$ cat src/rtl/core/csf_pkg.sv
package csf_pkg;

  // Position width default (Q16.16 per axis)
  localparam int POS_WIDTH_DEF = 32;

  localparam int STEP_W     = 20;
  localparam int ROT_W      = 16;
  localparam int DATA_W     = 32;
  localparam int CFG_ADDR_W = 3;

  localparam logic [STEP_W-1:0] MAX_STEP_RST  = 20'd6554;
  localparam logic [STEP_W-1:0] CRIT_STEP_RST = 20'd13107;
  localparam logic [ROT_W-1:0]  ROT_ONE       = 16'h4000;

  // Register index, taken from paddr[2]
  localparam logic REG_MAX_STEP  = 1'b0;
  localparam logic REG_CRIT_STEP = 1'b1;

  typedef enum logic [3:0] {
    ST_IDLE,
    ST_SQ,
    ST_SQW,
    ST_ROOT,
    ST_SEL,
    ST_MUL,
    ST_MULW,
    ST_DIV,
    ST_UPD,
    ST_DONE
  } csf_state_t;

endpackage

$ cat src/rtl/core/csf_if.sv
interface csf_in_if import csf_pkg::*; #(
  parameter int POS_W = POS_WIDTH_DEF
) ();
  logic             valid;
  logic             ready;
  logic [POS_W-1:0] target_x;
  logic [POS_W-1:0] target_y;
  logic [POS_W-1:0] target_z;
  logic [ROT_W-1:0] target_rot_w;
  logic [ROT_W-1:0] target_rot_x;
  logic [ROT_W-1:0] target_rot_y;
  logic [ROT_W-1:0] target_rot_z;

  modport source (
    output valid, target_x, target_y, target_z,
           target_rot_w, target_rot_x, target_rot_y, target_rot_z,
    input  ready
  );
  modport sink (
    input  valid, target_x, target_y, target_z,
           target_rot_w, target_rot_x, target_rot_y, target_rot_z,
    output ready
  );
endinterface

interface csf_out_if import csf_pkg::*; #(
  parameter int POS_W = POS_WIDTH_DEF
) ();
  logic             valid;
  logic             ready;
  logic [POS_W-1:0] pos_x;
  logic [POS_W-1:0] pos_y;
  logic [POS_W-1:0] pos_z;
  logic [ROT_W-1:0] rot_w;
  logic [ROT_W-1:0] rot_x;
  logic [ROT_W-1:0] rot_y;
  logic [ROT_W-1:0] rot_z;
  logic             moved;

  modport source (
    output valid, pos_x, pos_y, pos_z, rot_w, rot_x, rot_y, rot_z, moved,
    input  ready
  );
  modport sink (
    input  valid, pos_x, pos_y, pos_z, rot_w, rot_x, rot_y, rot_z, moved,
    output ready
  );
endinterface

$ cat src/rtl/core/clamped_step_position_follower.sv
// Clamped step position follower.
// Input channel in_ch: one beat per frame, target position (x/y/z, signed
// Q16.16, POS_WIDTH bits) and target quaternion (w/x/y/z, signed Q1.14).
// Output channel out_ch: one beat per input beat, the follower pose after
// the frame plus a moved flag. APB port: reg 0 max_step at 0x0, reg 1
// critical_step at 0x4, 20-bit unsigned Q4.16, one wait-free access.
// One item at a time: in_ch.ready is high only while the sequencer idles.
// Per item: squares take 6 multiplier passes, the length takes POS_WIDTH+1
// square-root iterations, and a clamped step adds per axis 2 multiplier
// passes plus POS_WIDTH+1 divider iterations. in_ch.ready comes back in
// the same cycle as the result beat goes valid, so a new item is taken
// only once the previous one is through the sequencer.
// The result is held in an output register; a stalled receiver holds the
// sequencer in its final state until the previous beat drains.
// Reset: follower at origin, identity quaternion, thresholds to defaults.
module clamped_step_position_follower import csf_pkg::*; #(
  parameter int POS_WIDTH = POS_WIDTH_DEF
) (
  input  logic                  clk,
  input  logic                  rst_n,
  csf_in_if.sink                in_ch,
  csf_out_if.source             out_ch,
  input  logic                  psel,
  input  logic                  penable,
  input  logic                  pwrite,
  input  logic [CFG_ADDR_W-1:0] paddr,
  input  logic [DATA_W-1:0]     pwdata,
  output logic [DATA_W-1:0]     prdata,
  output logic                  pready
);

  // magnitude of a difference needs one bit more than a position
  localparam int MAG_W  = POS_WIDTH + 1;
  localparam int LEN_W  = MAG_W;
  localparam int SUM_W  = 2 * MAG_W;
  localparam int HB_W   = (MAG_W + 1) / 2;
  localparam int SB_W   = (STEP_W + 2) / 2;
  localparam int B_W    = (HB_W > SB_W) ? HB_W : SB_W;
  localparam int NUM_W  = MAG_W + STEP_W + 2;
  localparam int ACC_W  = (SUM_W > NUM_W) ? SUM_W : NUM_W;
  localparam int DEN_W  = LEN_W + 1;
  localparam int CMP_W  = (LEN_W > STEP_W) ? LEN_W : STEP_W;

  // config
  logic [STEP_W-1:0] max_step;
  logic [STEP_W-1:0] crit_step;

  // sequencer
  csf_state_t state_r, state_nxt;
  logic [1:0] axis_r, axis_nxt;
  logic       ph_r, ph_nxt;

  // control strobes
  logic in_rdy;
  logic acc_init;
  logic acc_seed_len;
  logic mul_issue;
  logic sq_mode;
  logic sqrt_go;
  logic div_go;
  logic sel_go;
  logic upd_go;
  logic out_load;

  // item and follower state
  logic [POS_WIDTH-1:0] tgt_r  [3];
  logic [POS_WIDTH-1:0] fol_r  [3];
  logic [MAG_W-1:0]     mag_r  [3];
  logic [2:0]           neg_r;
  logic [ROT_W-1:0]     trot_r [4];
  logic [ROT_W-1:0]     quat_r [4];
  logic [STEP_W-1:0]    step_r;
  logic                 moved_r;

  // output register
  logic [POS_WIDTH-1:0] opos_r [3];
  logic [ROT_W-1:0]     orot_r [4];
  logic                 omoved_r;
  logic                 ovalid_r;

  // shared units
  logic [ACC_W-1:0]   acc;
  logic               mul_busy;
  logic [2*B_W-1:0]   mul_bop;
  logic [B_W-1:0]     mul_b;
  logic [LEN_W-1:0]   len;
  logic               sqrt_busy;
  logic [MAG_W-1:0]   quo;
  logic               div_busy;

  // datapath helpers
  logic [POS_WIDTH-1:0] in_tgt [3];
  logic [MAG_W-1:0]     in_diff [3];
  logic [CMP_W-1:0]     len_c, max_c, crit_c;
  logic                 len_zero, in_mid, over_crit;
  logic [MAG_W-1:0]     delta;

  csf_cfg u_cfg (
    .clk       (clk),
    .rst_n     (rst_n),
    .psel      (psel),
    .penable   (penable),
    .pwrite    (pwrite),
    .paddr     (paddr),
    .pwdata    (pwdata),
    .prdata    (prdata),
    .pready    (pready),
    .max_step  (max_step),
    .crit_step (crit_step)
  );

  // Multiplier b operand: the magnitude itself for squares, 2*step for the
  // scaled move; fed half a word per beat.
  assign mul_bop = sq_mode ? (2*B_W)'(mag_r[axis_r]) : (2*B_W)'({step_r, 1'b0});
  assign mul_b   = ph_r ? mul_bop[2*B_W-1:B_W] : mul_bop[B_W-1:0];

  csf_mul #(
    .A_W   (MAG_W),
    .B_W   (B_W),
    .ACC_W (ACC_W)
  ) u_mul (
    .clk      (clk),
    .rst_n    (rst_n),
    .init     (acc_init),
    .init_val (acc_seed_len ? ACC_W'(len) : '0),
    .issue    (mul_issue),
    .hi       (ph_r),
    .a        (mag_r[axis_r]),
    .b        (mul_b),
    .busy     (mul_busy),
    .acc      (acc)
  );

  csf_sqrt #(
    .OUT_W (LEN_W)
  ) u_sqrt (
    .clk   (clk),
    .rst_n (rst_n),
    .start (sqrt_go),
    .rad   (acc[SUM_W-1:0]),
    .busy  (sqrt_busy),
    .root  (len)
  );

  // quotient = (mag*2*step + L) / (2L): rounded mag*step/L, ties away
  csf_div #(
    .NUM_W (ACC_W),
    .DEN_W (DEN_W),
    .Q_W   (MAG_W)
  ) u_div (
    .clk   (clk),
    .rst_n (rst_n),
    .start (div_go),
    .num   (acc),
    .den   ({len, 1'b0}),
    .busy  (div_busy),
    .quo   (quo)
  );

  // step selection on the fresh length
  assign len_c     = CMP_W'(len);
  assign max_c     = CMP_W'(max_step);
  assign crit_c    = CMP_W'(crit_step);
  assign len_zero  = (len == '0);
  assign in_mid    = (len_c > max_c) && (len_c < crit_c);
  assign over_crit = (len_c > crit_c);

  // signed difference at one extra bit, then magnitude and sign
  assign in_tgt[0] = in_ch.target_x;
  assign in_tgt[1] = in_ch.target_y;
  assign in_tgt[2] = in_ch.target_z;

  always_comb begin
    for (int i = 0; i < 3; i++) begin
      in_diff[i] = {in_tgt[i][POS_WIDTH-1], in_tgt[i]} -
                   {fol_r[i][POS_WIDTH-1], fol_r[i]};
    end
  end

  assign delta = neg_r[axis_r] ? (MAG_W'(0) - quo) : quo;

  // ---------------------------------------------------------------------
  // Sequencer
  // ---------------------------------------------------------------------
  always_ff @(posedge clk) begin
    if (!rst_n) begin
      state_r <= ST_IDLE;
      axis_r  <= '0;
      ph_r    <= 1'b0;
    end else begin
      state_r <= state_nxt;
      axis_r  <= axis_nxt;
      ph_r    <= ph_nxt;
    end
  end

  always_comb begin
    state_nxt    = state_r;
    axis_nxt     = axis_r;
    ph_nxt       = ph_r;
    in_rdy       = 1'b0;
    acc_init     = 1'b0;
    acc_seed_len = 1'b0;
    mul_issue    = 1'b0;
    sq_mode      = 1'b0;
    sqrt_go      = 1'b0;
    div_go       = 1'b0;
    sel_go       = 1'b0;
    upd_go       = 1'b0;
    out_load     = 1'b0;
    case (state_r)
      ST_IDLE: begin
        in_rdy = 1'b1;
        if (in_ch.valid) begin
          acc_init  = 1'b1;
          axis_nxt  = '0;
          ph_nxt    = 1'b0;
          state_nxt = ST_SQ;
        end
      end
      // low and high half of each axis square
      ST_SQ: begin
        sq_mode   = 1'b1;
        mul_issue = 1'b1;
        ph_nxt    = !ph_r;
        if (ph_r) begin
          if (axis_r == 2'd2) begin
            axis_nxt  = '0;
            state_nxt = ST_SQW;
          end else begin
            axis_nxt = axis_r + 2'd1;
          end
        end
      end
      ST_SQW: begin
        if (!mul_busy) begin
          sqrt_go   = 1'b1;
          state_nxt = ST_ROOT;
        end
      end
      ST_ROOT: begin
        if (!sqrt_busy) begin
          state_nxt = ST_SEL;
        end
      end
      ST_SEL: begin
        sel_go = 1'b1;
        if (!len_zero && (in_mid || over_crit)) begin
          acc_init     = 1'b1;
          acc_seed_len = 1'b1;
          axis_nxt     = '0;
          ph_nxt       = 1'b0;
          state_nxt    = ST_MUL;
        end else begin
          state_nxt = ST_DONE;
        end
      end
      ST_MUL: begin
        mul_issue = 1'b1;
        ph_nxt    = !ph_r;
        if (ph_r) begin
          state_nxt = ST_MULW;
        end
      end
      ST_MULW: begin
        if (!mul_busy) begin
          div_go    = 1'b1;
          state_nxt = ST_DIV;
        end
      end
      ST_DIV: begin
        if (!div_busy) begin
          state_nxt = ST_UPD;
        end
      end
      ST_UPD: begin
        upd_go = 1'b1;
        if (axis_r == 2'd2) begin
          state_nxt = ST_DONE;
        end else begin
          acc_init     = 1'b1;
          acc_seed_len = 1'b1;
          axis_nxt     = axis_r + 2'd1;
          ph_nxt       = 1'b0;
          state_nxt    = ST_MUL;
        end
      end
      ST_DONE: begin
        if (!ovalid_r || out_ch.ready) begin
          out_load  = 1'b1;
          state_nxt = ST_IDLE;
        end
      end
      default: begin
        state_nxt = ST_IDLE;
      end
    endcase
  end

  assign in_ch.ready = in_rdy;

  // ---------------------------------------------------------------------
  // Item capture
  // ---------------------------------------------------------------------
  always_ff @(posedge clk) begin
    if (in_rdy && in_ch.valid) begin
      for (int i = 0; i < 3; i++) begin
        tgt_r[i] <= in_tgt[i];
        neg_r[i] <= in_diff[i][MAG_W-1];
        mag_r[i] <= in_diff[i][MAG_W-1] ? (MAG_W'(0) - in_diff[i]) : in_diff[i];
      end
      trot_r[0] <= in_ch.target_rot_w;
      trot_r[1] <= in_ch.target_rot_x;
      trot_r[2] <= in_ch.target_rot_y;
      trot_r[3] <= in_ch.target_rot_z;
    end
    if (sel_go) begin
      step_r  <= in_mid ? max_step : crit_step;
      moved_r <= !len_zero;
    end
  end

  // ---------------------------------------------------------------------
  // Follower pose
  // ---------------------------------------------------------------------
  always_ff @(posedge clk) begin
    if (!rst_n) begin
      for (int i = 0; i < 3; i++) begin
        fol_r[i] <= '0;
      end
      quat_r[0] <= ROT_ONE;
      quat_r[1] <= '0;
      quat_r[2] <= '0;
      quat_r[3] <= '0;
    end else begin
      if (sel_go && !len_zero) begin
        for (int i = 0; i < 4; i++) begin
          quat_r[i] <= trot_r[i];
        end
        // at or under max_step, or exactly at crit_step: land on the target
        if (!in_mid && !over_crit) begin
          for (int i = 0; i < 3; i++) begin
            fol_r[i] <= tgt_r[i];
          end
        end
      end
      if (upd_go) begin
        fol_r[axis_r] <= fol_r[axis_r] + delta[POS_WIDTH-1:0];
      end
    end
  end

  // ---------------------------------------------------------------------
  // Output register
  // ---------------------------------------------------------------------
  always_ff @(posedge clk) begin
    if (!rst_n) begin
      ovalid_r <= 1'b0;
    end else if (out_load) begin
      ovalid_r <= 1'b1;
    end else if (out_ch.ready) begin
      ovalid_r <= 1'b0;
    end
  end

  always_ff @(posedge clk) begin
    if (out_load) begin
      for (int i = 0; i < 3; i++) begin
        opos_r[i] <= fol_r[i];
      end
      for (int i = 0; i < 4; i++) begin
        orot_r[i] <= quat_r[i];
      end
      omoved_r <= moved_r;
    end
  end

  assign out_ch.valid = ovalid_r;
  assign out_ch.pos_x = opos_r[0];
  assign out_ch.pos_y = opos_r[1];
  assign out_ch.pos_z = opos_r[2];
  assign out_ch.rot_w = orot_r[0];
  assign out_ch.rot_x = orot_r[1];
  assign out_ch.rot_y = orot_r[2];
  assign out_ch.rot_z = orot_r[3];
  assign out_ch.moved = omoved_r;

endmodule

$ cat src/rtl/core/csf_cfg.sv
module csf_cfg import csf_pkg::*; (
  input  logic                  clk,
  input  logic                  rst_n,
  input  logic                  psel,
  input  logic                  penable,
  input  logic                  pwrite,
  input  logic [CFG_ADDR_W-1:0] paddr,
  input  logic [DATA_W-1:0]     pwdata,
  output logic [DATA_W-1:0]     prdata,
  output logic                  pready,
  output logic [STEP_W-1:0]     max_step,
  output logic [STEP_W-1:0]     crit_step
);

  logic [STEP_W-1:0] max_step_r;
  logic [STEP_W-1:0] crit_step_r;
  logic              wr_en;

  assign pready = 1'b1;
  assign wr_en  = psel && penable && pwrite;

  always_ff @(posedge clk) begin
    if (!rst_n) begin
      max_step_r  <= MAX_STEP_RST;
      crit_step_r <= CRIT_STEP_RST;
    end else if (wr_en) begin
      case (paddr[2])
        REG_MAX_STEP:  max_step_r  <= pwdata[STEP_W-1:0];
        REG_CRIT_STEP: crit_step_r <= pwdata[STEP_W-1:0];
        default: ;
      endcase
    end
  end

  always_comb begin
    case (paddr[2])
      REG_MAX_STEP:  prdata = DATA_W'(max_step_r);
      REG_CRIT_STEP: prdata = DATA_W'(crit_step_r);
      default:       prdata = '0;
    endcase
  end

  assign max_step  = max_step_r;
  assign crit_step = crit_step_r;

endmodule

$ cat src/rtl/core/csf_mul.sv
// Half-width multiply-accumulate: one a x b-chunk product per cycle,
// registered, then added into the accumulator the cycle after.
module csf_mul #(
  parameter int A_W   = 33,
  parameter int B_W   = 17,
  parameter int ACC_W = 66
) (
  input  logic             clk,
  input  logic             rst_n,
  input  logic             init,
  input  logic [ACC_W-1:0] init_val,
  input  logic             issue,
  input  logic             hi,
  input  logic [A_W-1:0]   a,
  input  logic [B_W-1:0]   b,
  output logic             busy,
  output logic [ACC_W-1:0] acc
);

  logic [A_W+B_W-1:0] prod_r;
  logic               hi_r;
  logic               pend_r;
  logic [ACC_W-1:0]   acc_r;
  logic [ACC_W-1:0]   addend;

  always_ff @(posedge clk) begin
    if (!rst_n) begin
      pend_r <= 1'b0;
    end else begin
      pend_r <= issue;
    end
  end

  always_ff @(posedge clk) begin
    prod_r <= a * b;
    hi_r   <= hi;
  end

  assign addend = hi_r ? (ACC_W'(prod_r) << B_W) : ACC_W'(prod_r);

  always_ff @(posedge clk) begin
    if (init) begin
      acc_r <= init_val;
    end else if (pend_r) begin
      acc_r <= acc_r + addend;
    end
  end

  assign busy = pend_r;
  assign acc  = acc_r;

endmodule

$ cat src/rtl/core/csf_sqrt.sv
// Digit-by-digit integer square root, one result bit per cycle.
module csf_sqrt #(
  parameter int OUT_W = 33
) (
  input  logic               clk,
  input  logic               rst_n,
  input  logic               start,
  input  logic [2*OUT_W-1:0] rad,
  output logic               busy,
  output logic [OUT_W-1:0]   root
);

  localparam int IN_W  = 2 * OUT_W;
  localparam int CNT_W = $clog2(OUT_W + 1);

  logic [IN_W-1:0]  rad_r;
  logic [OUT_W+1:0] rem_r;
  logic [OUT_W-1:0] root_r;
  logic [CNT_W-1:0] cnt_r;
  logic             busy_r;
  logic [OUT_W+2:0] rem_sh;
  logic [OUT_W+2:0] trial;
  logic [OUT_W+2:0] diff;
  logic             ge;

  assign rem_sh = {rem_r[OUT_W:0], rad_r[IN_W-1 -: 2]};
  assign trial  = {1'b0, root_r, 2'b01};
  assign ge     = rem_sh >= trial;
  assign diff   = rem_sh - trial;

  always_ff @(posedge clk) begin
    if (!rst_n) begin
      busy_r <= 1'b0;
      cnt_r  <= '0;
    end else if (start) begin
      busy_r <= 1'b1;
      cnt_r  <= CNT_W'(OUT_W);
    end else if (busy_r) begin
      cnt_r <= cnt_r - CNT_W'(1);
      if (cnt_r == CNT_W'(1)) begin
        busy_r <= 1'b0;
      end
    end
  end

  always_ff @(posedge clk) begin
    if (start) begin
      rad_r  <= rad;
      rem_r  <= '0;
      root_r <= '0;
    end else if (busy_r) begin
      rad_r  <= rad_r << 2;
      rem_r  <= ge ? diff[OUT_W+1:0] : rem_sh[OUT_W+1:0];
      root_r <= {root_r[OUT_W-2:0], ge};
    end
  end

  assign busy = busy_r;
  assign root = root_r;

endmodule

$ cat src/rtl/core/csf_div.sv
// Restoring divider, one quotient bit per cycle. Caller guarantees
// num < den * 2^Q_W so the quotient fits Q_W bits.
module csf_div #(
  parameter int NUM_W = 66,
  parameter int DEN_W = 34,
  parameter int Q_W   = 33
) (
  input  logic             clk,
  input  logic             rst_n,
  input  logic             start,
  input  logic [NUM_W-1:0] num,
  input  logic [DEN_W-1:0] den,
  output logic             busy,
  output logic [Q_W-1:0]   quo
);

  localparam int CNT_W = $clog2(Q_W + 1);

  logic [DEN_W-1:0] den_r;
  logic [DEN_W-1:0] rem_r;
  logic [Q_W-1:0]   nq_r;   // numerator low bits out, quotient bits in
  logic [CNT_W-1:0] cnt_r;
  logic             busy_r;
  logic [DEN_W:0]   sh;
  logic [DEN_W:0]   diff;
  logic             ge;

  assign sh   = {rem_r, nq_r[Q_W-1]};
  assign ge   = sh >= {1'b0, den_r};
  assign diff = sh - {1'b0, den_r};

  always_ff @(posedge clk) begin
    if (!rst_n) begin
      busy_r <= 1'b0;
      cnt_r  <= '0;
    end else if (start) begin
      busy_r <= 1'b1;
      cnt_r  <= CNT_W'(Q_W);
    end else if (busy_r) begin
      cnt_r <= cnt_r - CNT_W'(1);
      if (cnt_r == CNT_W'(1)) begin
        busy_r <= 1'b0;
      end
    end
  end

  always_ff @(posedge clk) begin
    if (start) begin
      den_r <= den;
      rem_r <= DEN_W'(num >> Q_W);
      nq_r  <= num[Q_W-1:0];
    end else if (busy_r) begin
      rem_r <= ge ? diff[DEN_W-1:0] : sh[DEN_W-1:0];
      nq_r  <= {nq_r[Q_W-2:0], ge};
    end
  end

  assign busy = busy_r;
  assign quo  = nq_r;

endmodule
$ cat src/flat_wrapper.sv
// flat-port wrapper written by rule: the top's interface ports become plain ports
module clamped_step_position_follower_flat import csf_pkg::*;
#(
  parameter int POS_WIDTH = POS_WIDTH_DEF
)
  (clk, rst_n, psel, penable, pwrite, paddr, pwdata, prdata, pready, in_ch_valid, in_ch_target_x, in_ch_target_y, in_ch_target_z, in_ch_target_rot_w, in_ch_target_rot_x, in_ch_target_rot_y, in_ch_target_rot_z, in_ch_ready, out_ch_valid, out_ch_pos_x, out_ch_pos_y, out_ch_pos_z, out_ch_rot_w, out_ch_rot_x, out_ch_rot_y, out_ch_rot_z, out_ch_moved, out_ch_ready);
  csf_in_if in_ch_i ();
  csf_out_if out_ch_i ();
  input  logic clk;
  input  logic rst_n;
  input  logic psel;
  input  logic penable;
  input  logic pwrite;
  input  logic [CFG_ADDR_W-1:0] paddr;
  input  logic [DATA_W-1:0] pwdata;
  output logic [DATA_W-1:0] prdata;
  output logic pready;
  input wire logic [$bits(in_ch_i.valid)-1:0] in_ch_valid;
  input wire logic [$bits(in_ch_i.target_x)-1:0] in_ch_target_x;
  input wire logic [$bits(in_ch_i.target_y)-1:0] in_ch_target_y;
  input wire logic [$bits(in_ch_i.target_z)-1:0] in_ch_target_z;
  input wire logic [$bits(in_ch_i.target_rot_w)-1:0] in_ch_target_rot_w;
  input wire logic [$bits(in_ch_i.target_rot_x)-1:0] in_ch_target_rot_x;
  input wire logic [$bits(in_ch_i.target_rot_y)-1:0] in_ch_target_rot_y;
  input wire logic [$bits(in_ch_i.target_rot_z)-1:0] in_ch_target_rot_z;
  output wire logic [$bits(in_ch_i.ready)-1:0] in_ch_ready;
  output wire logic [$bits(out_ch_i.valid)-1:0] out_ch_valid;
  output wire logic [$bits(out_ch_i.pos_x)-1:0] out_ch_pos_x;
  output wire logic [$bits(out_ch_i.pos_y)-1:0] out_ch_pos_y;
  output wire logic [$bits(out_ch_i.pos_z)-1:0] out_ch_pos_z;
  output wire logic [$bits(out_ch_i.rot_w)-1:0] out_ch_rot_w;
  output wire logic [$bits(out_ch_i.rot_x)-1:0] out_ch_rot_x;
  output wire logic [$bits(out_ch_i.rot_y)-1:0] out_ch_rot_y;
  output wire logic [$bits(out_ch_i.rot_z)-1:0] out_ch_rot_z;
  output wire logic [$bits(out_ch_i.moved)-1:0] out_ch_moved;
  input wire logic [$bits(out_ch_i.ready)-1:0] out_ch_ready;
  assign in_ch_i.valid = in_ch_valid;
  assign in_ch_i.target_x = in_ch_target_x;
  assign in_ch_i.target_y = in_ch_target_y;
  assign in_ch_i.target_z = in_ch_target_z;
  assign in_ch_i.target_rot_w = in_ch_target_rot_w;
  assign in_ch_i.target_rot_x = in_ch_target_rot_x;
  assign in_ch_i.target_rot_y = in_ch_target_rot_y;
  assign in_ch_i.target_rot_z = in_ch_target_rot_z;
  assign in_ch_ready = in_ch_i.ready;
  assign out_ch_valid = out_ch_i.valid;
  assign out_ch_pos_x = out_ch_i.pos_x;
  assign out_ch_pos_y = out_ch_i.pos_y;
  assign out_ch_pos_z = out_ch_i.pos_z;
  assign out_ch_rot_w = out_ch_i.rot_w;
  assign out_ch_rot_x = out_ch_i.rot_x;
  assign out_ch_rot_y = out_ch_i.rot_y;
  assign out_ch_rot_z = out_ch_i.rot_z;
  assign out_ch_moved = out_ch_i.moved;
  assign out_ch_i.ready = out_ch_ready;
  clamped_step_position_follower #(.POS_WIDTH(POS_WIDTH)) u_core (.clk(clk), .rst_n(rst_n), .in_ch(in_ch_i), .out_ch(out_ch_i), .psel(psel), .penable(penable), .pwrite(pwrite), .paddr(paddr), .pwdata(pwdata), .prdata(prdata), .pready(pready));
endmodule
$ cat config.mk
export PLATFORM = sky130hd
export DESIGN_NAME = clamped_step_position_follower_flat
export DESIGN_NICKNAME = d
export VERILOG_FILES = /design/src/rtl/core/csf_pkg.sv /design/src/rtl/core/csf_if.sv /design/src/rtl/core/clamped_step_position_follower.sv /design/src/rtl/core/csf_cfg.sv /design/src/rtl/core/csf_mul.sv /design/src/rtl/core/csf_sqrt.sv /design/src/rtl/core/csf_div.sv /design/src/flat_wrapper.sv
export SDC_FILE = /design/constraint.sdc
export NUM_CORES = 2
export LEC_CHECK = 0
export ABC_AREA = 1
export BUFFER_PORTS_ARGS = -buffer_cell sky130_fd_sc_hd__buf_2
export CAP_MARGIN = 20
export CORE_UTILIZATION = 35
export CTS_CLUSTER_SIZE = 30
export DETAILED_ROUTE_END_ITERATION = 6
export GPL_TIMING_DRIVEN = 0
export SLEW_MARGIN = 40
export SYNTH_ARGS = -nofsm -noshare
export SYNTH_HDL_FRONTEND = slang
export SYNTH_SLANG_ARGS = --single-unit
$ cat constraint.sdc
create_clock -name clk -period 14.27 [get_ports clk]
set_input_delay 2.1405 -clock clk [delete_from_list [all_inputs] [get_ports clk]]
set_output_delay 2.1405 -clock clk [all_outputs]
set_load 0.05 [all_outputs]
# Word-level counts from Yosys, hierarchy flattened
# Memory sizes are Yosys's and may differ from the RTL's. A register that Yosys moved wholly into a read port is not among the register bits.
# Cells that the tools add are included.
# word_totals
mem_count,7
output_inout_bits,196
mem_bits_rw,579
reg_bits,438
# memory_table
name,words,word_bits,rd,rd_ports_with_merged_regs,wr,line_no,source
u_core.mag_r,3,33,1,1,3,clamped_step_position_follower.sv:68,logic [MAG_W-1:0] mag_r [3];
u_core.fol_r,3,32,4,1,3,clamped_step_position_follower.sv:67,logic [POS_WIDTH-1:0] fol_r [3];
u_core.opos_r,3,32,3,0,3,clamped_step_position_follower.sv:76,logic [POS_WIDTH-1:0] opos_r [3];
u_core.tgt_r,3,32,3,0,3,clamped_step_position_follower.sv:66,logic [POS_WIDTH-1:0] tgt_r [3];
u_core.orot_r,4,16,4,0,4,clamped_step_position_follower.sv:77,logic [ROT_W-1:0] orot_r [4];
u_core.quat_r,4,16,4,0,4,clamped_step_position_follower.sv:71,logic [ROT_W-1:0] quat_r [4];
1 more memories,--,--,--,--,--,--,
# classes
n_eq_ne,23
addsub,14
n_reduce_logical,31
order_cmp,6
n_bitwise,9
mul,1
n_mux,100
# ops
operator,n
$mux 66,5
$mux 33,9
$mux 32,5
$sub 1x33->33 const A,3
$sub 32x32->33,3
$mux 34,2
$sub 34x34->34,2
$add 66x66->66,1
$gt 33x20->1,2
$mux 16,4
$pmux 32 s2,1
$mul 33x17->50,1
$mux 4,11
$mux 1,41
$pmux 4 s10,1
$ge 36x35->1,1
$ge 35x34->1,1
$logic_not 33->1,1
$lt 33x20->1,1
$add 32x32->32,1
$reduce_or 32->1,1
$sub 1x32->32 const A,1
$mux 6,4
$mux 2,10
other kinds (31),72

# Depth between registers and ports, before layout
# logic_depth
depth_word,10
depth_mapped,36
depth_no_buf,34

# Cells and area by module
# A second synthesis with hierarchy kept.
# unflattened
cells_unflattened,11404
hier_area_um2,85762.3
# by_module_without_submodules
mod,cells_each,area_per_inst_um2,instances
clamped_step_position_follower,4732,39168.8,1
csf_mul,4220,28996.6,1
csf_sqrt,1139,8181.6,1
csf_div,1011,7438.4,1
csf_cfg,302,1976.9,1

# Worst setup path after synthesis
# No wires, ideal clock.
# synth_path
path_kind,input-to-reg
start,input port in_ch_valid
end,register u_core.u_mul.acc_r[0] (netlist: u_core.u_mul.acc[0]) (enable)
path_buffers,0
setup_time_ps,395
t_required_ps,13875
t_arrival_ps,14535
setup_slack_ps,-660
path_stages,5
cell_sequence,inv_1 nor2_1 nor2_4 inv_4 or2_2
# synth_via
elab_chain_cells,3
# synth_rtl
item,line_no,source
from (decl),flat_wrapper.sv:18,input wire logic [$bits(in_ch_i.valid)-1:0] in_ch_valid;
$mux 1,clamped_step_position_follower.sv:214,if (in_ch.valid) begin
$pmux 1 s3,clamped_step_position_follower.sv:211,case (state_r)
$reduce_bool 2->1 (no source line),--,
to (signal assigned),csf_mul.sv:43,acc_r <= init_val;
to (signal assigned),csf_mul.sv:45,acc_r <= acc_r + addend;
to (decl),csf_mul.sv:23,logic [ACC_W-1:0] acc_r;
# Every way passes these cells.
# A chain may end at the register's enable or synchronous reset.

==> flow_summary.rst <==
.. list-table::
   :header-rows: 1

   * - Metric
     - Value
   * - Headroom to the max-slew limit
     - 0.338
   * - Outcome
     - complete, but fails checks
   * - Total clock buffers created by CTS
     - between 100 and 150
   * - Data required time at the worst endpoint
     - between 10000 and 15000 ps
   * - Pin count of the biggest net entering global routing
     - 50
   * - Yosys warning count
     - 0
   * - Final worst hold slack
     - about 400 ps
   * - Total GRT Usage
     - 0.266
   * - Worst Reg-to-Reg Cells
     - 31
   * - Final Skew
     - 80.9 ps
   * - Worst-path maximum fanout
     - 10
   * - Type of the tightest min-delay check
     - register to register
   * - Routed wire length per instance
     - between 20 and 25 um
   * - Via count
     - roughly 70000
   * - Boundary pin count
     - about 400
   * - Number of buffers inserted to repair setup after CTS
     - 0
   * - Maximum level of the CTS H-tree
     - 3
   * - Time the worst path needs with I/O delays and setup
     - approximately 9500 ps
   * - Final period utilization
     - 0.665
   * - Slew of the pin with the lowest slew margin
     - 983 ps
   * - Worst R2R End
     - u_core.u_mul.prod_r[42]
   * - Effective utilization at floorplan
     - 0.352
   * - Most frequent standard cell in the layout excluding fill and tap cells
     - nand2_1
   * - Clock-pin slew on the worst setup and hold paths
     - approximately 60 ps
   * - Upper clock frequency limit
     - 105 MHz
   * - Largest buffer count on any clock path
     - 3
   * - Critical path capture point type
     - register
   * - Final setup vio count
     - 0
   * - Min setup slack post-route
     - between 4000 and 5000 ps
   * - Post-Place Worst Slack
     - 5030 ps
   * - Master of the slowest instance on the critical path
     - clkinv_1
   * - Die Y
     - a little under 500 um
   * - Async set or reset register ratio after synthesis
     - 0
   * - Most used cells in the layout excluding fill and tap cells
     - nand2_1, inv_1, nor2_1
   * - Antenna violations before repair
     - 26
   * - Dominant synthesized flop cell
     - edfxtp_1
   * - Sink Count
     - between 1000 and 1500
   * - Post-synthesis instance total
     - 10000
   * - Grt ovf
     - 0
   * - DR vias/cell
     - 5.24
   * - Mean Syn Cell Area
     - roughly 8.1 um^2
   * - Final hold violations
     - 0
   * - Via count of the first global-routing pass
     - between 60000 and 70000
   * - Setup repair after global routing missed its margin
     - no
   * - Area growth from synthesis to layout
     - 13.2%
   * - Launch point of the worst hold path
     - u_core.quat_r[3][2]
   * - Violations in the final reports
     - design-rule violations
   * - Number of fill cells
     - 23400
   * - Number of different library cells in the post-synthesis netlist
     - 68
   * - End point of the most critical hold path
     - u_core.orot_r[3][2]
   * - Core outline area
     - 230000 um^2
   * - Post-CTS resize count
     - 0
   * - Fraction of the yosys area taken by sequential cells
     - 0.368
   * - Detailed placement HPWL
     - between 200000 and 300000 um
   * - # DRC
     - 2
   * - Count of antenna-violating nets left after detailed routing
     - 0
   * - Insertion delay of the later-clocked pin in the worst-skew pair
     - around 800 ps
   * - IO buf count
     - 369
   * - Longest individual stage delay on the worst path
     - 830 ps
   * - Clock Tree Root
     - clkbuf_16
   * - # rows
     - between 150 and 200
   * - Hold path cells
     - 0
   * - # Max-Cap Violations
     - 0
   * - WL final
     - roughly 320000 um
   * - Startpoint-to-endpoint class of the critical path
     - register to register
   * - Dominant cell type by count on the critical path
     - fa_1
   * - Routability congestion estimate
     - around 1.0
   * - EDFF count, synth
     - just under 900
   * - Share of layout cells above drive strength 1
     - 0.0917
   * - Clock tree from TritonCTS
     - built
   * - Die footprint
     - 233000 um^2
   * - Area of the mapped netlist
     - about 80000 um^2
   * - Die X-Extent
     - between 400 and 500 um
   * - Final-report max-slew violation count
     - 0
   * - Setup slack of the worst register-to-register path
     - around 4800 ps
   * - Count of hold buffers inserted by post-cts repair
     - 0
   * - Initial DRC Count
     - around 7400
   * - Arr. time, crit path
     - between 10000 and 15000 ps
   * - Seq cells post-synth
     - about 1100
   * - Nets@finish
     - approximately 12000
   * - Number of detailed-routing iterations run before antenna repair
     - 7
   * - Wire length of the first global-routing pass
     - ~450000 um
   * - Type of element launching the critical path
     - register
[per-stage QoR]
step	utilization	TNS (ps)	cells	instance area (um^2)
5_1_grt	0.398	0	13700	91500
3_3_place_gp	0.377	-148920	13400	86500
3_5_place_dp	0.381	0	13500	87600
4_1_cts	0.398	0	13700	91400
2_1_floorplan	-	0	10000	80900
6_report	0.398	0	13700	91500
[state kept, by name, indices dropped and copies added (netlist names), 64 cells and up, named ones only]
| signal | flops |
|---|---|
| u_core.mag_r | 99 |
| u_core.u_sqrt.rad_r | 66 |
| u_core.quat_r | 64 |
| u_core.orot_r | 64 |
| u_core.trot_r | 64 |
| u_core.tgt_r | 96 |
| u_core.opos_r | 96 |
| u_core.u_mul.acc | 66 |
| u_core.fol_r | 128 |
[synth_stat cells (82+ instances only)]
master | n | share of area
edfxtp_1 | 867 | 0.32
inv_1 | 1871 | 0.087
o21ai_0 | 589 | 0.036
nand4_1 | 119 | 0.0092
o211ai_1 | 82 | 0.0076
nand2_1 | 2414 | 0.11
ha_1 | 438 | 0.068
nand3_1 | 342 | 0.021
a21oi_1 | 436 | 0.027
clkbuf_1 | 142 | 0.0066
xnor2_1 | 102 | 0.011
nor2_1 | 987 | 0.046
xor2_1 | 177 | 0.019
dfxtp_1 | 184 | 0.046
fa_1 | 470 | 0.12
nor3_1 | 83 | 0.0051
buf_2 | 83 | 0.0051
[metal layers]
metal / part of all wire / global-route usage / vias up
met2: 0.43 / 0.407 / 3499
met3: 0.089 / 0.0449 / 614
met4: 0.067 / 0.154 / 8
li1: - / - / 33100
met1: 0.41 / 0.353 / 34600
met5: 0.00013 / 0 / -
[critical path: cells and delay by family (launching register included)]
family          cells  cell delay, ps
compound gates      5            1730
fa+ha+maj           7            3340
flops               1             660
xor+xnor            1             390
simple gates        8            1210
buf+inv            10            1970
[layout make-up]
cell class | count | area, um^2 | share of cell area
Buffer | 258 | 1250 | 0.0137
Antenna cell | 28 | 70.1 | 0.000766
Inverter | 1921 | 7220 | 0.0789
Sequential cell | 1051 | 29700 | 0.325
Clock inverter | 83 | 1020 | 0.0111
Clock buffer | 125 | 2870 | 0.0314
Tap cell | 3026 | 3790 | 0.0414
Timing Repair Buffer | 409 | 2630 | 0.0288
Multi-Input combinational cell | 6791 | 43000 | 0.469
[worst max path at each step]
stage                            from                       to
final                        register  u_core.u_mul.prod_r[42]
after global routing         register  u_core.u_mul.prod_r[49]
after CTS                    register  u_core.u_mul.prod_r[49]
after detailed placement     register  u_core.u_mul.prod_r[49]
after global placement    in_ch_valid     u_core.u_mul.acc[54]
after floorplan           in_ch_valid      u_core.u_mul.acc[0]
[cells by family (layout without fill, tap and decap cells)]
logic type,count (synthesis),count (layout),share of synthesized area
compound gates,1433,1433,0.100
xor+xnor,285,285,0.0316
fa+ha+maj,908,908,0.184
buf+inv,2179,2796,0.105
flops,1051,1051,0.368
other cells,2,41,0.0000929
simple gates,4152,4152,0.212
Power is left out: the tool's default activity adds up to more than one toggle a clock period on the data nets, which glitch-free logic cannot reach.
